**config.mk**
```make
export PLATFORM = sky130hd
export DESIGN_NAME = sample_packer_chunk_framer
export DESIGN_NICKNAME = d
export VERILOG_FILES = /design/src/spcf_pkg.sv /design/src/spcf_div.sv /design/src/spcf_dpath.sv /design/src/spcf_ctrl.sv /design/src/sample_packer_chunk_framer.sv
export SDC_FILE = /design/constraint.sdc
export NUM_CORES = 1
export LEC_CHECK = 0
export BUFFER_PORTS_ARGS = -buffer_cell sky130_fd_sc_hd__buf_2
export CORE_MARGIN = 1.5
export CORE_UTILIZATION = 35
export CTS_CLUSTER_SIZE = 16
export DETAILED_ROUTE_END_ITERATION = 10
export SYNTH_ARGS = -nofsm -noshare
export SYNTH_HDL_FRONTEND = slang
export SYNTH_SLANG_ARGS = --single-unit
```
**constraint.sdc**
```tcl
create_clock -name clk_i -period 12.1 [get_ports clk_i]
set_input_delay 1.21 -clock clk_i [delete_from_list [all_inputs] [get_ports clk_i]]
set_output_delay 1.21 -clock clk_i [all_outputs]
set_load 0.05 [all_outputs]
```
**src/spcf_pkg.sv**
```systemverilog
`timescale 1ns / 1ps
// ----------------------------------------------------------------------------
// spcf_pkg
// Shared types and constants for the sample packer chunk framer.
// ----------------------------------------------------------------------------
package spcf_pkg;

  localparam int unsigned WordBits = 32;
  localparam int unsigned ByteBits = 8;
  localparam int unsigned HeadBytes = 12;
  localparam int unsigned WordBytes = WordBits / ByteBits;
  localparam int unsigned CfgIdxBits = 3;
  localparam int unsigned CntBits = 4;
  localparam int unsigned SlotBits = 6;
  localparam int unsigned DivCntBits = 5;

  // Configuration register indexes
  localparam logic [CfgIdxBits-1:0] RegChunkTag = 3'd0;
  localparam logic [CfgIdxBits-1:0] RegSampleTotal = 3'd1;
  localparam logic [CfgIdxBits-1:0] RegBitsPerSample = 3'd2;
  localparam logic [CfgIdxBits-1:0] RegSlotsPerWord = 3'd3;
  localparam logic [CfgIdxBits-1:0] RegMsbFirst = 3'd4;

  // Request codes
  localparam logic ReqStart = 1'b0;
  localparam logic ReqSample = 1'b1;

  typedef struct packed {
    logic                req_type;
    logic [WordBits-1:0] sample_value;
  } in_item_t;

  typedef struct packed {
    logic [ByteBits-1:0] out_byte;
    logic                last_byte;
  } out_item_t;

  typedef struct packed {
    logic capture;
    logic div_step;
    logic load_head;
    logic exec_sample;
    logic shift_byte;
  } cmd_t;

  typedef struct packed {
    logic in_is_start;
    logic div_last;
    logic flush;
    logic byte_last;
  } status_t;

endpackage

```
**src/spcf_div.sv**
```systemverilog
`timescale 1ns / 1ps
// ----------------------------------------------------------------------------
// spcf_div
// Restoring divider, one quotient bit per cycle while step_i is high, 32-bit
// dividend by 6-bit divisor. Used to count words in a chunk.
// ----------------------------------------------------------------------------
module spcf_div (
  input  logic                                 clk_i,
  input  logic                                 rst_ni,
  input  logic                                 start_i,
  input  logic                                 step_i,
  input  logic [spcf_pkg::WordBits-1:0]        dividend_i,
  input  logic [spcf_pkg::SlotBits-1:0]        divisor_i,
  output logic [spcf_pkg::WordBits-1:0]        quot_o,
  output logic [spcf_pkg::SlotBits-1:0]        rem_o,
  output logic                                 last_o
);

  logic [spcf_pkg::WordBits-1:0]   quot_q, quot_d;
  logic [spcf_pkg::SlotBits-1:0]   rem_q, rem_d;
  logic [spcf_pkg::DivCntBits-1:0] cnt_q, cnt_d;
  logic [spcf_pkg::SlotBits:0]     trial;
  logic                            fits;

  always_comb begin
    trial = {rem_q, quot_q[spcf_pkg::WordBits-1]};
    fits = trial >= {1'b0, divisor_i};
    quot_d = quot_q;
    rem_d = rem_q;
    cnt_d = cnt_q;
    if (start_i) begin
      quot_d = dividend_i;
      rem_d = '0;
      cnt_d = '0;
    end else if (step_i) begin
      quot_d = {quot_q[spcf_pkg::WordBits-2:0], fits};
      rem_d = fits ? spcf_pkg::SlotBits'(trial - {1'b0, divisor_i})
                   : trial[spcf_pkg::SlotBits-1:0];
      cnt_d = cnt_q + spcf_pkg::DivCntBits'(1);
    end
  end

  always_ff @(posedge clk_i or negedge rst_ni) begin
    if (!rst_ni) begin
      cnt_q <= '0;
    end else begin
      cnt_q <= cnt_d;
    end
  end

  always_ff @(posedge clk_i) begin
    quot_q <= quot_d;
    rem_q <= rem_d;
  end

  assign quot_o = quot_q;
  assign rem_o = rem_q;
  assign last_o = &cnt_q;

endmodule

```
**src/spcf_dpath.sv**
```systemverilog
`timescale 1ns / 1ps
// ----------------------------------------------------------------------------
// spcf_dpath
// Datapath: configuration registers, word packing, chunk counters, head
// length computation and the byte emitter.
// ----------------------------------------------------------------------------
module spcf_dpath (
  input  logic                                 clk_i,
  input  logic                                 rst_ni,
  input  logic                                 cfg_we_i,
  input  logic [spcf_pkg::CfgIdxBits-1:0]      cfg_idx_i,
  input  logic [spcf_pkg::WordBits-1:0]        cfg_data_i,
  input  spcf_pkg::in_item_t                   in_data_i,
  input  spcf_pkg::cmd_t                       cmd_i,
  output spcf_pkg::status_t                    sts_o,
  output spcf_pkg::out_item_t                  out_data_o,
  input  logic                                 out_fire_i
);

  localparam int unsigned WB = spcf_pkg::WordBits;
  localparam int unsigned SB = spcf_pkg::SlotBits;
  localparam int unsigned PosBits = 2 * SB;

  // Configuration
  logic [WB-1:0] tag_q, total_q;
  logic [SB-1:0] bps_q, spw_q;
  logic          msb_q;

  // Chunk state
  logic [WB-1:0] accum_q, seen_q, value_q;
  logic [SB-1:0] slot_q;
  logic          open_q;

  // Emitter
  logic [spcf_pkg::HeadBytes*spcf_pkg::ByteBits-1:0] shift_q;
  logic [spcf_pkg::CntBits-1:0]                      cnt_q;
  logic                                              final_q;

  logic [SB-1:0]      spw_eff, slot_sel;
  logic               slot_ok, full, done;
  logic [PosBits-1:0] bit_pos;
  logic [WB-1:0]      mask, contrib, word_new, seen_next, nwords, length;
  logic [WB-1:0]      quot;
  logic [SB-1:0]      rem;
  logic               div_last;

  spcf_div u_div (
    .clk_i      (clk_i),
    .rst_ni     (rst_ni),
    .start_i    (cmd_i.capture),
    .step_i     (cmd_i.div_step),
    .dividend_i (total_q),
    .divisor_i  (spw_eff),
    .quot_o     (quot),
    .rem_o      (rem),
    .last_o     (div_last)
  );

  always_ff @(posedge clk_i or negedge rst_ni) begin
    if (!rst_ni) begin
      tag_q <= '0;
      total_q <= '0;
      bps_q <= SB'(8);
      spw_q <= SB'(4);
      msb_q <= 1'b0;
    end else if (cfg_we_i) begin
      unique case (cfg_idx_i)
        spcf_pkg::RegChunkTag:      tag_q <= cfg_data_i;
        spcf_pkg::RegSampleTotal:   total_q <= cfg_data_i;
        spcf_pkg::RegBitsPerSample: bps_q <= cfg_data_i[SB-1:0];
        spcf_pkg::RegSlotsPerWord:  spw_q <= cfg_data_i[SB-1:0];
        spcf_pkg::RegMsbFirst:      msb_q <= cfg_data_i[0];
        default: ;
      endcase
    end
  end

  // Slot placement and mask
  always_comb begin
    spw_eff = (spw_q == '0) ? SB'(1) : spw_q;
    slot_ok = 1'b1;
    slot_sel = slot_q;
    if (msb_q) begin
      slot_ok = slot_q < spw_eff;
      slot_sel = spw_eff - SB'(1) - slot_q;
    end
    bit_pos = PosBits'(slot_sel) * PosBits'(bps_q);
    mask = (bps_q >= SB'(WB)) ? '1 : ((WB'(1) << bps_q[4:0]) - WB'(1));
    contrib = (slot_ok && bit_pos < PosBits'(WB))
            ? ((value_q & mask) << bit_pos[4:0]) : '0;
    word_new = accum_q | contrib;
    seen_next = seen_q + WB'(1);
    done = seen_next >= total_q;
    full = ({1'b0, slot_q} + (SB+1)'(1)) >= {1'b0, spw_eff};
    nwords = quot + WB'(rem != '0);
    length = {nwords[WB-3:0], 2'b00} + WB'(4);
  end

  always_ff @(posedge clk_i or negedge rst_ni) begin
    if (!rst_ni) begin
      accum_q <= '0;
      seen_q <= '0;
      slot_q <= '0;
      open_q <= 1'b0;
      cnt_q <= '0;
      final_q <= 1'b0;
    end else begin
      if (cmd_i.load_head) begin
        accum_q <= '0;
        seen_q <= '0;
        slot_q <= '0;
        open_q <= total_q != '0;
        cnt_q <= spcf_pkg::CntBits'(spcf_pkg::HeadBytes);
        final_q <= total_q == '0;
      end else if (cmd_i.exec_sample && open_q) begin
        seen_q <= seen_next;
        if (full || done) begin
          accum_q <= '0;
          slot_q <= '0;
          cnt_q <= spcf_pkg::CntBits'(spcf_pkg::WordBytes);
          final_q <= done;
        end else begin
          accum_q <= word_new;
          slot_q <= slot_q + SB'(1);
        end
        if (done) begin
          open_q <= 1'b0;
        end
      end else if (cmd_i.shift_byte) begin
        cnt_q <= cnt_q - spcf_pkg::CntBits'(1);
      end
    end
  end

  // Payload registers
  always_ff @(posedge clk_i) begin
    if (cmd_i.capture) begin
      value_q <= in_data_i.sample_value;
    end
    if (cmd_i.load_head) begin
      shift_q <= {total_q, length, tag_q};
    end else if (cmd_i.exec_sample && open_q && (full || done)) begin
      shift_q <= {(2 * WB)'(0), word_new};
    end else if (cmd_i.shift_byte) begin
      shift_q <= shift_q >> spcf_pkg::ByteBits;
    end
  end

  always_comb begin
    sts_o.in_is_start = in_data_i.req_type == spcf_pkg::ReqStart;
    sts_o.div_last = div_last;
    sts_o.flush = open_q && (full || done);
    sts_o.byte_last = cnt_q == spcf_pkg::CntBits'(1);
    out_data_o.out_byte = shift_q[spcf_pkg::ByteBits-1:0];
    out_data_o.last_byte = final_q && (cnt_q == spcf_pkg::CntBits'(1));
  end

  // The final byte of a chunk always leaves the chunk closed
  a_last_closes: assert property (@(posedge clk_i) disable iff (!rst_ni)
    out_fire_i && out_data_o.last_byte |-> !open_q)
    else $error("final byte sent while chunk still open");

endmodule

```
**src/spcf_ctrl.sv**
```systemverilog
`timescale 1ns / 1ps
// ----------------------------------------------------------------------------
// spcf_ctrl
// Controller: sequences capture, word-count division, head load, sample
// packing and byte emission.
// ----------------------------------------------------------------------------
module spcf_ctrl (
  input  logic              clk_i,
  input  logic              rst_ni,
  input  logic              in_valid_i,
  output logic              in_stall_o,
  output logic              out_valid_o,
  input  logic              out_stall_i,
  input  spcf_pkg::status_t sts_i,
  output spcf_pkg::cmd_t    cmd_o
);

  typedef enum logic [4:0] {
    StIdle = 5'b00001,
    StExec = 5'b00010,
    StDiv  = 5'b00100,
    StLoad = 5'b01000,
    StEmit = 5'b10000
  } state_e;

  state_e state_q, state_d;
  logic   in_fire, out_fire;

  assign in_fire = in_valid_i && (state_q == StIdle);
  assign out_fire = (state_q == StEmit) && !out_stall_i;

  always_comb begin
    state_d = state_q;
    cmd_o = '0;
    unique case (state_q)
      StIdle: begin
        if (in_fire) begin
          cmd_o.capture = 1'b1;
          state_d = sts_i.in_is_start ? StDiv : StExec;
        end
      end
      StDiv: begin
        cmd_o.div_step = 1'b1;
        if (sts_i.div_last) begin
          state_d = StLoad;
        end
      end
      StLoad: begin
        cmd_o.load_head = 1'b1;
        state_d = StEmit;
      end
      StExec: begin
        cmd_o.exec_sample = 1'b1;
        state_d = sts_i.flush ? StEmit : StIdle;
      end
      StEmit: begin
        if (out_fire) begin
          cmd_o.shift_byte = 1'b1;
          if (sts_i.byte_last) begin
            state_d = StIdle;
          end
        end
      end
      default: state_d = StIdle;
    endcase
  end

  always_ff @(posedge clk_i or negedge rst_ni) begin
    if (!rst_ni) begin
      state_q <= StIdle;
    end else begin
      state_q <= state_d;
    end
  end

  assign in_stall_o = state_q != StIdle;
  assign out_valid_o = state_q == StEmit;

  a_no_overlap: assert property (@(posedge clk_i) disable iff (!rst_ni)
    out_valid_o |-> in_stall_o)
    else $error("input taken while bytes pending");

  a_last_to_idle: assert property (@(posedge clk_i) disable iff (!rst_ni)
    out_fire && sts_i.byte_last |=> !in_stall_o)
    else $error("no return to idle after last byte of transaction");

  a_div_to_load: assert property (@(posedge clk_i) disable iff (!rst_ni)
    state_q == StLoad |-> $past(state_q) == StDiv && $past(sts_i.div_last))
    else $error("head loaded before division finished");

endmodule

```
**src/sample_packer_chunk_framer.sv**
```systemverilog
`timescale 1ns / 1ps
// Sequence: a start transaction runs the division in StDiv, then StLoad, then emits 12 head bytes.
// A sample transaction runs the packing state StExec; a completed word then emits 4 bytes.
// Items are taken one at a time: the input stalls until the current transaction and its bytes
// are done, so output stalls hold the input as well.
// Reset: async active low; clears chunk state, loads register defaults (8 bits, 4 slots).
// ----------------------------------------------------------------------------
// sample_packer_chunk_framer
// Packs samples into 32-bit words and emits a tagged, length-prefixed chunk
// as a byte stream.
// ----------------------------------------------------------------------------
module sample_packer_chunk_framer (
  input  logic                                 clk_i,
  input  logic                                 rst_ni,
  input  logic                                 cfg_we_i,
  input  logic [spcf_pkg::CfgIdxBits-1:0]      cfg_idx_i,
  input  logic [spcf_pkg::WordBits-1:0]        cfg_data_i,
  input  logic                                 in_valid_i,
  output logic                                 in_stall_o,
  input  spcf_pkg::in_item_t                   in_data_i,
  output logic                                 out_valid_o,
  input  logic                                 out_stall_i,
  output spcf_pkg::out_item_t                  out_data_o
);

  spcf_pkg::cmd_t    cmd;
  spcf_pkg::status_t sts;

  spcf_ctrl u_ctrl (
    .clk_i       (clk_i),
    .rst_ni      (rst_ni),
    .in_valid_i  (in_valid_i),
    .in_stall_o  (in_stall_o),
    .out_valid_o (out_valid_o),
    .out_stall_i (out_stall_i),
    .sts_i       (sts),
    .cmd_o       (cmd)
  );

  spcf_dpath u_dpath (
    .clk_i      (clk_i),
    .rst_ni     (rst_ni),
    .cfg_we_i   (cfg_we_i),
    .cfg_idx_i  (cfg_idx_i),
    .cfg_data_i (cfg_data_i),
    .in_data_i  (in_data_i),
    .cmd_i      (cmd),
    .sts_o      (sts),
    .out_data_o (out_data_o),
    .out_fire_i (out_valid_o && !out_stall_i)
  );

endmodule

```
### After elaboration in Yosys (flattened, before gate mapping)

Cells that the tools add are included.

* equality and inequality tests: 16
* reduce and logical (&&, ||, !) cells: 30
* multipliers: 1
* order comparisons: 6
* shift-type cells: 2
* add/subtract/negate cells: 11
* mux-type cells: 45
* bitwise gates (word level): 2

Operator list (count)
* 2-to-1 mux 32 bit: 9
* 2-to-1 mux 96 bit: 3
* 2-to-1 mux 6 bit: 6
* 2-to-1 mux 5 bit: 7
* adder 32 x 1 -> 32 bit, second input constant: 1
* adder 32 x 3 -> 32 bit, second input constant: 1
* bitwise AND 32 bit: 1
* greater-or-equal comparator 32 bit: 1
* logical NOT 32 bit: 1
* OR 32 bit: 1
* nonzero test 32 bit: 1
* << shifter 1 x 5 -> 32 bit, first input constant: 1
* << shifter 32 x 5 -> 32 bit: 1
* subtractor 32 x 1 -> 32 bit, second input constant: 1
* adder 30 x 1 -> 30 bit: 1
* one-hot mux 5 bit (5 select lines): 1
* 2-to-1 mux 4 bit: 4
* AND reduction 2 bit: 8
* greater-or-equal comparator 7 x 6 -> 1 bit: 2
* 2-to-1 mux 1 bit: 14
* < comparator 12 x 6 -> 1 bit, second input constant: 1
* multiplier 6 x 6 -> 12 bit: 1
* subtractor 6 bit: 2
* != test 2 x 1 -> 1 bit, second input constant: 4
* other kinds (29): 40

* register bits after elaboration: 329
* word-level logic and storage cells: 130

### Depth between registers and ports, before layout

Gate-level depths: netlist of the first run.

* depth after elaboration: 13
* mapped depth: 26
* gate-level depth less buffers: 25

### Modules after synthesis

Synthesis of the first run repeated with hierarchy kept, for this count alone.

* cells, all modules: 2231
* area total of the unflattened synthesis: 21334.2 µm²

Modules (own cells, without submodules)
* spcf_dpath: area an instance 18833.1 µm², instances 1, seq. area each 7674.9 µm², cells an instance 2036
* spcf_div: area an instance 2174.6 µm², instances 1, seq. area each 1206.2 µm², cells an instance 163
* spcf_ctrl: area an instance 312.8 µm², instances 1, seq. area each 126.4 µm², cells an instance 31
* sample_packer_chunk_framer: area an instance 13.8 µm², instances 1, seq. area each 0.0 µm², cells an instance 1

### Worst setup path before layout of the first run

Ideal clock, no wire load.

* path type: flip-flop to flip-flop
* start: register u_dpath.seen_q[0]
* end: register u_dpath.shift_q[0] in the netlist's numbering (enable)
* clock period less this slack: 6.643 ns
* data arrival time: 5.736 ns
* cell stages (with the launch flop): 18
* buffers on the path: 1
* path slack: 5.457 ns
* path through: dfrtp_1 > ha_1 > and4_1 > nand3_1 > nor3_1 > nand2_1 > nor3_1 > nand3_1 > xnor2_1 > ha_1 > nand3_1 > or3_1 > inv_1 > a2111oi_0 > nand3_1 > o21ai_1 > clkbuf_1 > nand2_1

* longest elaborated chain between the ends: 5

Ends and longest elaborated chain
* from (decl): line spcf_dpath.sv:30 `logic [WB-1:0] accum_q, seen_q, value_q;`
* from (signal assigned): line spcf_dpath.sv:116 `seen_q <= seen_next;`
* adder 32 x 1 -> 32 bit: line spcf_dpath.sv:92 `seen_next = seen_q + WB'(1);`
* greater-or-equal comparator 32 bit: line spcf_dpath.sv:93 `done = seen_next >= total_q;`
* logical OR 1 bit: line spcf_dpath.sv:142 `end else if (cmd_i.exec_sample && open_q && (full || done)) begin`
* logical AND 1 bit: line spcf_dpath.sv:142
* nonzero test 3 bit (no line)
* to (signal assigned): line spcf_dpath.sv:141 `shift_q <= {total_q, length, tag_q};`
* to (signal assigned): line spcf_dpath.sv:143 `shift_q <= {(2 * WB)'(0), word_new};`
* to (signal assigned): line spcf_dpath.sv:145 `shift_q <= shift_q >> spcf_pkg::ByteBits;`
* to (decl): line spcf_dpath.sv:35 `logic [spcf_pkg::HeadBytes*spcf_pkg::ByteBits-1:0] shift_q;`

No other way between the ends.
A chain may end at the register's enable or synchronous reset.

### Final worst setup path of the first run

* start: register u_dpath.spw_q[2]
* end: register u_dpath.shift_q[0] in the netlist's numbering, data pin

* longest elaborated chain between the ends: 12
* elaborated cells on any way between the ends: 18
* classes of those cells: 2 x add/sub; 1 x mul; 3 x order compare; 1 x shift; 6 x mux; 1 x bitwise; 4 x reduce/logical

Ends and longest elaborated chain
* from (decl): line spcf_dpath.sv:26 `logic [SB-1:0] bps_q, spw_q;`
* from (signal assigned): line spcf_dpath.sv:71 `spcf_pkg::RegSlotsPerWord: spw_q <= cfg_data_i[SB-1:0];`
* logical NOT 6 bit: line spcf_dpath.sv:80 `spw_eff = (spw_q == '0) ? SB'(1) : spw_q;`
* 2-to-1 mux 6 bit *: line spcf_dpath.sv:80
* subtractor 6 x 1 -> 6 bit: line spcf_dpath.sv:85 `slot_sel = spw_eff - SB'(1) - slot_q;`
* subtractor 6 bit: line spcf_dpath.sv:85
* 2-to-1 mux 6 bit: line spcf_dpath.sv:83 `if (msb_q) begin`
* multiplier 6 x 6 -> 12 bit: line spcf_dpath.sv:87 `bit_pos = PosBits'(slot_sel) * PosBits'(bps_q);`
* < comparator 12 x 6 -> 1 bit: line spcf_dpath.sv:89 `contrib = (slot_ok && bit_pos < PosBits'(WB))`
* logical AND 1 bit: line spcf_dpath.sv:89
* 2-to-1 mux 32 bit: line spcf_dpath.sv:90 `? ((value_q & mask) << bit_pos[4:0]) : '0;`
* OR 32 bit: line spcf_dpath.sv:91 `word_new = accum_q | contrib;`
* 2-to-1 mux 96 bit *: line spcf_dpath.sv:142
* 2-to-1 mux 96 bit *: line spcf_dpath.sv:140 `if (cmd_i.load_head) begin`

Mark *: on every way between the ends. The rest lies on a longest branch, timed or not.

==> flow_summary.toml, run 1 <==
[yosys]
synth-seq-cells = 329
synth_top_area_share_pct = 22.7
syn_inst = 2285
synth_edf_count = 160
synth_nets = 2460
synth_flop_cell = "edfxtp_1"
netlist_area_um2 = 21200
async_reset_ff_share_pct = 49.5
avgSynthCellArea_um2 = 9.26
synth.yosys.seq_area_share_pct = 42.6
ys_warn_count = 0
synthTopCellsByArea = "edfxtp_1 23%, dfrtp_1 19%, nand2_1 5.2%"
synth.cells.most_frequent = "294 x nand2_1, 181 x o21ai_0, 160 x dfrtp_1, 160 x edfxtp_1, 145 x nor2_1"
synth_most_common_cell = "nand2_1"
synth_cell_types = 92
yosys.area.top_type = "edfxtp_1"

[worst_setup_path]
cp_max_fo = 25
r2r-end = "u_dpath.shift_q[0]$_DFFE_PP_"
worst_setup_path_end_kind = "flop"
regToRegSetupSlack_ns = 5.19
r2r_start = "u_dpath.spw_q[2]$_DFFE_PN1P_"
critPathArrivalTime_ns = 7.32
cp-start-kind = "flop"
required_ns = 12.51
rr_worst_depth = 21
worst-setup-path-type = "reg -> reg"

[detailed_routing]
drt_iter0_drc = 1787
via_count = 18200
routed_wl_mm = 67.6
drcViolationCount = 0
drt.antenna.violating_nets = 0
via_per_inst = 5.91
first_pass_iters = 5
post_drt_wl_per_cell_um = 22.0

[pwr]
leakagePower_uw = 0.00941
seq_power_share_pct = 32.3
switching_share_pct = 43.5
irDropWorstVdd_mv = 0.116
power_frac_clock_pct = 24.2
power_frac_comb_pct = 43.5
power.switching_uw = 2060
intPower_uw = 2680
p_per_area_nw_per_um2 = 203

[sta]
fin_crit_sh_pct = 57.1
final_max_slew_viol_count = 0
worst_slew_pin_slew_ns = 1.11
finClkSkew_ns = 0.0177
setup_viol = 0
fmax_ghz = 0.145
rsz0062_at_grt = "no"
timing.setup.tns_ns = 0
period_needed_ns = 6.91
max-slew-margin-rel_pct = 26.3
hold_viol = 0

[cts]
cts_tree = "yes"
cts_root_buffer = "clkbuf_16"
htree_levels = 2
clk_latency_ns = 0.58
clockBufferDepth = 3
cts_num_sinks = 329
path_clk_slew_ns = 0.06
cts_buffers = 38
post-cts-setup-buffers = 0
ctsHoldBuffers = 0
ctsResizeCount = 0

[finish]
final_area_um2 = 23400
multiInputGateArea_um2 = 11100
num-fill-cells = 5845
seqCellArea_um2 = 9010
diodes = 0
drive_above_1_share_pct = 11.6
final_cells = 3077
area_growth_pct = 10.6
finalNetCount = 2449

[global_route]
overflow = 0
grt_max_degree = 97
antenna_found_initial = 0
grt_pass1_vias = 17300
grt_usage_pct = 21.5
grt_pass1_wl_mm = 105

[placement]
gp_congestion = 0.945
placed_area_um2 = 22200
io_buffers = 83
dp.final_hpwl_mm = 48.8
dp_cells = 3007

[floorplan]
dieArea_um2 = 62000
die_h_um = 249
rows = 89
top_level_ports = 84
core-area_um2 = 59400
die_w_um = 249
start_util_pct = 35.7

[run]
cap_violations = 0

[worst_hold_path]
hold_end = "u_dpath.final_q$_DFFE_PN0P_"
hp-class = "reg -> reg"
min-delay-start = "u_dpath.final_q$_DFFE_PN0P_"
hold_path_depth = 1

[status]
outcome = "completed"
[layout by cell type, fill, tap and decap left out, types with 45 or more instances in the layout]
cell      count
xnor2_1      56
nor3_1       45
dfrtp_1     160
nor2_1      142
buf_2        82
inv_1       101
nand3_1     102
o22ai_1      47
a21oi_1      73
edfxtp_1    160
nand2_1     292
o21ai_0     181
ha_1         83
mux2_2       50
[power by group through the flow]
| stage | clock [uW] | combinational, uW | sequential (uW) |
|---|---|---|---|
| after floorplan | 0 | 1480 | 1440 |
| after global placement | 0 | 2000 | 1530 |
| after detailed placement | 0 | 2020 | 1540 |
| after CTS | 1170 | 2030 | 1520 |
| after global routing | 1210 | 2250 | 1540 |
| final | 1150 | 2060 | 1530 |
[worst max path at each step]
stage	startpoint	to	slack, ns
floorplan	u_dpath.seen_q[0]$_DFFE_PN0P_	u_dpath.shift_q[0]$_DFFE_PP_	5.46
global placement	u_dpath.spw_q[2]$_DFFE_PN1P_	u_dpath.shift_q[8]$_DFFE_PP_	5.36
detailed placement	u_dpath.spw_q[2]$_DFFE_PN1P_	u_dpath.shift_q[0]$_DFFE_PP_	5.25
CTS	u_dpath.spw_q[2]$_DFFE_PN1P_	u_dpath.shift_q[0]$_DFFE_PP_	5.23
global route	u_dpath.spw_q[1]$_DFFE_PN0P_	u_dpath.shift_q[8]$_DFFE_PP_	4.68
finish	u_dpath.spw_q[2]$_DFFE_PN1P_	u_dpath.shift_q[0]$_DFFE_PP_	5.19
[cell type report]
cell class | count | area share (%)
well taps | 773 | 4.13
clock inverters | 17 | 0.642
flip-flops and latches | 329 | 38.5
multi-input cells | 1686 | 47.6
repair buffers | 117 | 2.89
clock buffers | 53 | 4.65
inverters | 102 | 1.64
[stage by stage]
step           hold slack (ns)  util, %  setup slack (ns)  power (uW)
3_3_place_gp             0.461     37.3              5.36        3530
4_1_cts                  0.484     39.4              5.23        4720
5_1_grt                  0.509     39.4              4.68        5010
2_1_floorplan            0.441        -              5.46        2920
3_5_place_dp             0.464     37.3              5.25        3560
6_report                 0.481     39.4              5.19        4740
[critical path, stage by stage (launching register included)]
cell and delay, ns:
dfstp_2 0.56, nor3_1 0.05, a31o_2 0.29, ha_1 0.22, fa_1 0.42, a21o_1 0.18
a21oi_1 0.17, xnor2_1 0.08, mux2i_1 0.42, nor2_1 0.11, fa_1 0.44, ha_1 0.28
inv_1 0.06, fa_1 0.52, fa_1 0.55, buf_4 0.28, inv_1 0.32, nor4bb_1 0.49
nand2_1 0.30, nor2_1 0.60, a21oi_1 0.20, o21ai_0 0.21
[sequential cells by signal, summed over array words and instances (netlist names), 32 cells and up]
| register | count |
|---|---|
| u_dpath.tag_q | 32 |
| u_dpath.u_div.quot_o | 32 |
| u_dpath.seen_q | 32 |
| u_dpath.accum_q | 32 |
| u_dpath.value_q | 32 |
| u_dpath.shift_q | 96 |
| u_dpath.total_q | 32 |
[layer usage]
layer  global-route usage, %  vias to the layer above  wire length [um]
met5                       0                        -                 0
met4                    5.99                        0              1700
met3                    3.63                      104              4620
met2                    33.9                      667             30700
met1                    30.3                     8999             30500
li1                        -                     8404                 -
[cell families after synthesis]
group	share of synthesized area, %
mux	3.83
simple gates	18.8
compound gates	19.2
buf+inv	5.07
xor+xnor	3.89
flops	42.6
fa+ha+maj	6.70
(Power assumes the default switching activity.)
==> inputs of run 2 (changes only) <==
==> constraint.sdc (replaced) <==
create_clock -name clk_i -period 6.5 [get_ports clk_i]
set_input_delay 0.65 -clock clk_i [delete_from_list [all_inputs] [get_ports clk_i]]
set_output_delay 0.65 -clock clk_i [all_outputs]
set_load 0.05 [all_outputs]
==> run 2 against run 1 <==
Effect of this change: sequential share of layout area shrank 0.57 points; register-to-register slack got worse by 4.8 ns; via count increased by 1.2%; count of clock-buffer cells in the layout shrank 3; total power rose by 94%; clock skew is 0.010 ns higher; critical path type unchanged; clock power grew 99%; final area increased by 1.5%; sequential cell count did not move; critical path depth up 2; global-route usage grew 0.16 points; core utilization grew 0.59 points.
==> flow_summary.toml, run 2 (synthesis gave the netlist of run 1 again) <==
[placement]
placed_area_um2 = 22300
dpl_worst_slack_ns = 0.0920
dp.final_hpwl_mm = 49.9
io_buffers = 83
gp_congestion = 0.936

[finish]
drive_above_1_share_pct = 13.1
diodes = 0
regMostFlops = "u_dpath.shift_q"
final_common_cell = "nand2_1"
largest_register_ffs = 96
area_growth_pct = 12.2
layout_common_cells = "290 x nand2_1, 180 x o21ai_0, 160 x dfrtp_1, 160 x edfxtp_1, 142 x nor2_1"
finalNetCount = 2471
final_area_um2 = 23700

[global_route]
grt_pass1_vias = 17600
overflow = 0
antenna_found_initial = 1
grt_max_degree = 97
grt_usage_pct = 21.7
grt_pass1_wl_mm = 106

[floorplan]
rows = 89
start_util_pct = 35.7
die_h_um = 249
core-area_um2 = 59400
dieArea_um2 = 62000
die_w_um = 249
top_level_ports = 84

[detailed_routing]
routed.top_layer = "met4"
post_drt_wl_per_cell_um = 22.1
via_per_inst = 5.94
met2RoutedLength_mm = 31.4
wl_met1_mm = 30.0
drt_iter0_drc = 2159
via_count = 18400
first_pass_iters = 5
drcViolationCount = 0
dr_wl_met3_mm = 5.21
drt.antenna.violating_nets = 0
routed_wl_mm = 68.4

[sta]
fmax_ghz = 0.163
fin_crit_sh_pct = 94.2
finalWorstSetupSlack_ns = 0.376
timing.setup.tns_ns = 0
final_max_slew_viol_count = 0
finClkSkew_ns = 0.0277
hold_viol = 0
max-slew-margin-rel_pct = 29.3
period_needed_ns = 6.12
worst_slew_pin_slew_ns = 1.03
setup_viol = 0

[cts]
ctsHoldBuffers = 0
clk_latency_ns = 0.59
htree_levels = 2
clockBufferDepth = 3
cts_root_buffer = "clkbuf_16"
cts_buffers = 39
cts_num_sinks = 329
cts_tree = "yes"
path_clk_slew_ns = 0.06

[worst_setup_path]
regToRegSetupSlack_ns = 0.38
required_ns = 6.91
critPathTopFamily = "adder cells"
worst-setup-path-type = "reg -> reg"
crit_path_cell_trace = "nor3_1 -> a31o_2 -> ha_1 -> fa_1 -> a21o_1 -> a21oi_1 -> xnor2_1 -> mux2i_2 -> nor2b_1 -> fa_1 -> fa_1 -> inv_1 -> fa_1 -> inv_1 -> ha_1 -> a21oi_1 -> nor2_1 -> a2111oi_2 -> o2111a_2 -> and2_2 -> o2111a_1 -> nor3_1 -> a211oi_1"
cp_common_cell = "fa_1"
worst_setup_path_end_kind = "flop"
rr_worst_depth = 23
cp-start-kind = "flop"
r2r-end = "u_dpath.shift_q[29]$_DFFE_PP_"
slowest_delay_ns = 0.56
cpMaxStageDelayCell = "dfstp_2"
critPathArrivalTime_ns = 6.53
path_buf_inv = 2
r2r_start = "u_dpath.spw_q[2]$_DFFE_PN1P_"
cp_max_fo = 7

[pwr]
power_frac_clock_pct = 24.9
seq_power_share_pct = 31.1
switching_share_pct = 42.9
intPower_uw = 5250
power.switching_uw = 3950
irDropWorstVdd_mv = 0.243
leakagePower_uw = 0.00958
p_per_area_nw_per_um2 = 387
power_frac_comb_pct = 44.0

[worst_hold_path]
hp-class = "in -> async"

[run]
cap_violations = 0

[status]
outcome = "completed"
## run 2: layout make-up
| type | count | area (um2) |
|---|---|---|
| clock inverters | 21 | 248 |
| clock buffers | 50 | 1090 |
| multi-input cells | 1686 | 11200 |
| flip-flops and latches | 329 | 9010 |
| well taps | 773 | 967 |
| fillers | 5819 | 35600 |
| inverters | 102 | 383 |
| repair buffers | 138 | 860 |
## run 2: worst register-to-register path, delay by kind of cell (launching register included)
| kind | cells | cell delay (ns) |
|---|---|---|
| adders and majority gates | 6 | 2.53 |
| buffers and inverters | 2 | 0.09 |
| muxes | 1 | 0.28 |
| xor gates and xnor gates | 1 | 0.10 |
| AOI/OAI and AO/OA | 8 | 1.85 |
| and+or+nand+nor | 5 | 0.55 |
| DFF | 1 | 0.56 |
## run 2: routing by layer
metal  up-vias  GRT usage, %
met4         0          6.13
met3       126          4.03
li1       8418             -
met1      9069          30.1
met2       783          34.3
met5         -             0
## run 2: power groups by stage
stage / clock network (uW) / logic (uW) / registers [uW]
floorplan: 0 / 2750 / 2680
global placement: 0 / 3810 / 2870
detailed placement: 0 / 3850 / 2880
CTS: 2330 / 3880 / 2840
global route: 2410 / 4390 / 2890
finish: 2290 / 4050 / 2860
## run 2: metrics by stage
| step | utilization (%) | power [uW] | cells | hold WS (ns) |
|---|---|---|---|---|
| 6_report | 40.0 | 9190 | 3099 | 0.0586 |
| 3_3_place_gp | 37.6 | 6680 | 3026 | 0.462 |
| 3_5_place_dp | 37.6 | 6730 | 3026 | 0.476 |
| 5_1_grt | 40.0 | 9690 | 3099 | 0.0958 |
| 4_1_cts | 39.9 | 9050 | 3097 | 0.0545 |
| 2_1_floorplan | - | 5430 | 2285 | 0.354 |
## run 2: how the worst max path moves through the flow
stage / endpoint / startpoint / cells past startpoint
2_1_floorplan: u_dpath.shift_q[12]$_DFFE_PP_ / u_dpath.spw_q[2]$_DFFE_PN1P_ / 24
3_3_place_gp: u_dpath.shift_q[22]$_DFFE_PP_ / u_dpath.spw_q[2]$_DFFE_PN1P_ / 20
3_5_place_dp: u_dpath.shift_q[22]$_DFFE_PP_ / u_dpath.spw_q[2]$_DFFE_PN1P_ / 20
4_1_cts: u_dpath.accum_q[27]$_DFFE_PN0P_ / u_dpath.spw_q[2]$_DFFE_PN1P_ / 23
5_1_grt: u_dpath.shift_q[31]$_DFFE_PP_ / u_dpath.spw_q[2]$_DFFE_PN1P_ / 23
6_report: u_dpath.shift_q[29]$_DFFE_PP_ / u_dpath.spw_q[2]$_DFFE_PN1P_ / 23
## run 2: timing repair
action                     4_1_cts  5_1_grt
setup buffers                    0        2
setup endpoints to repair        0       64
resized for setup                0       18
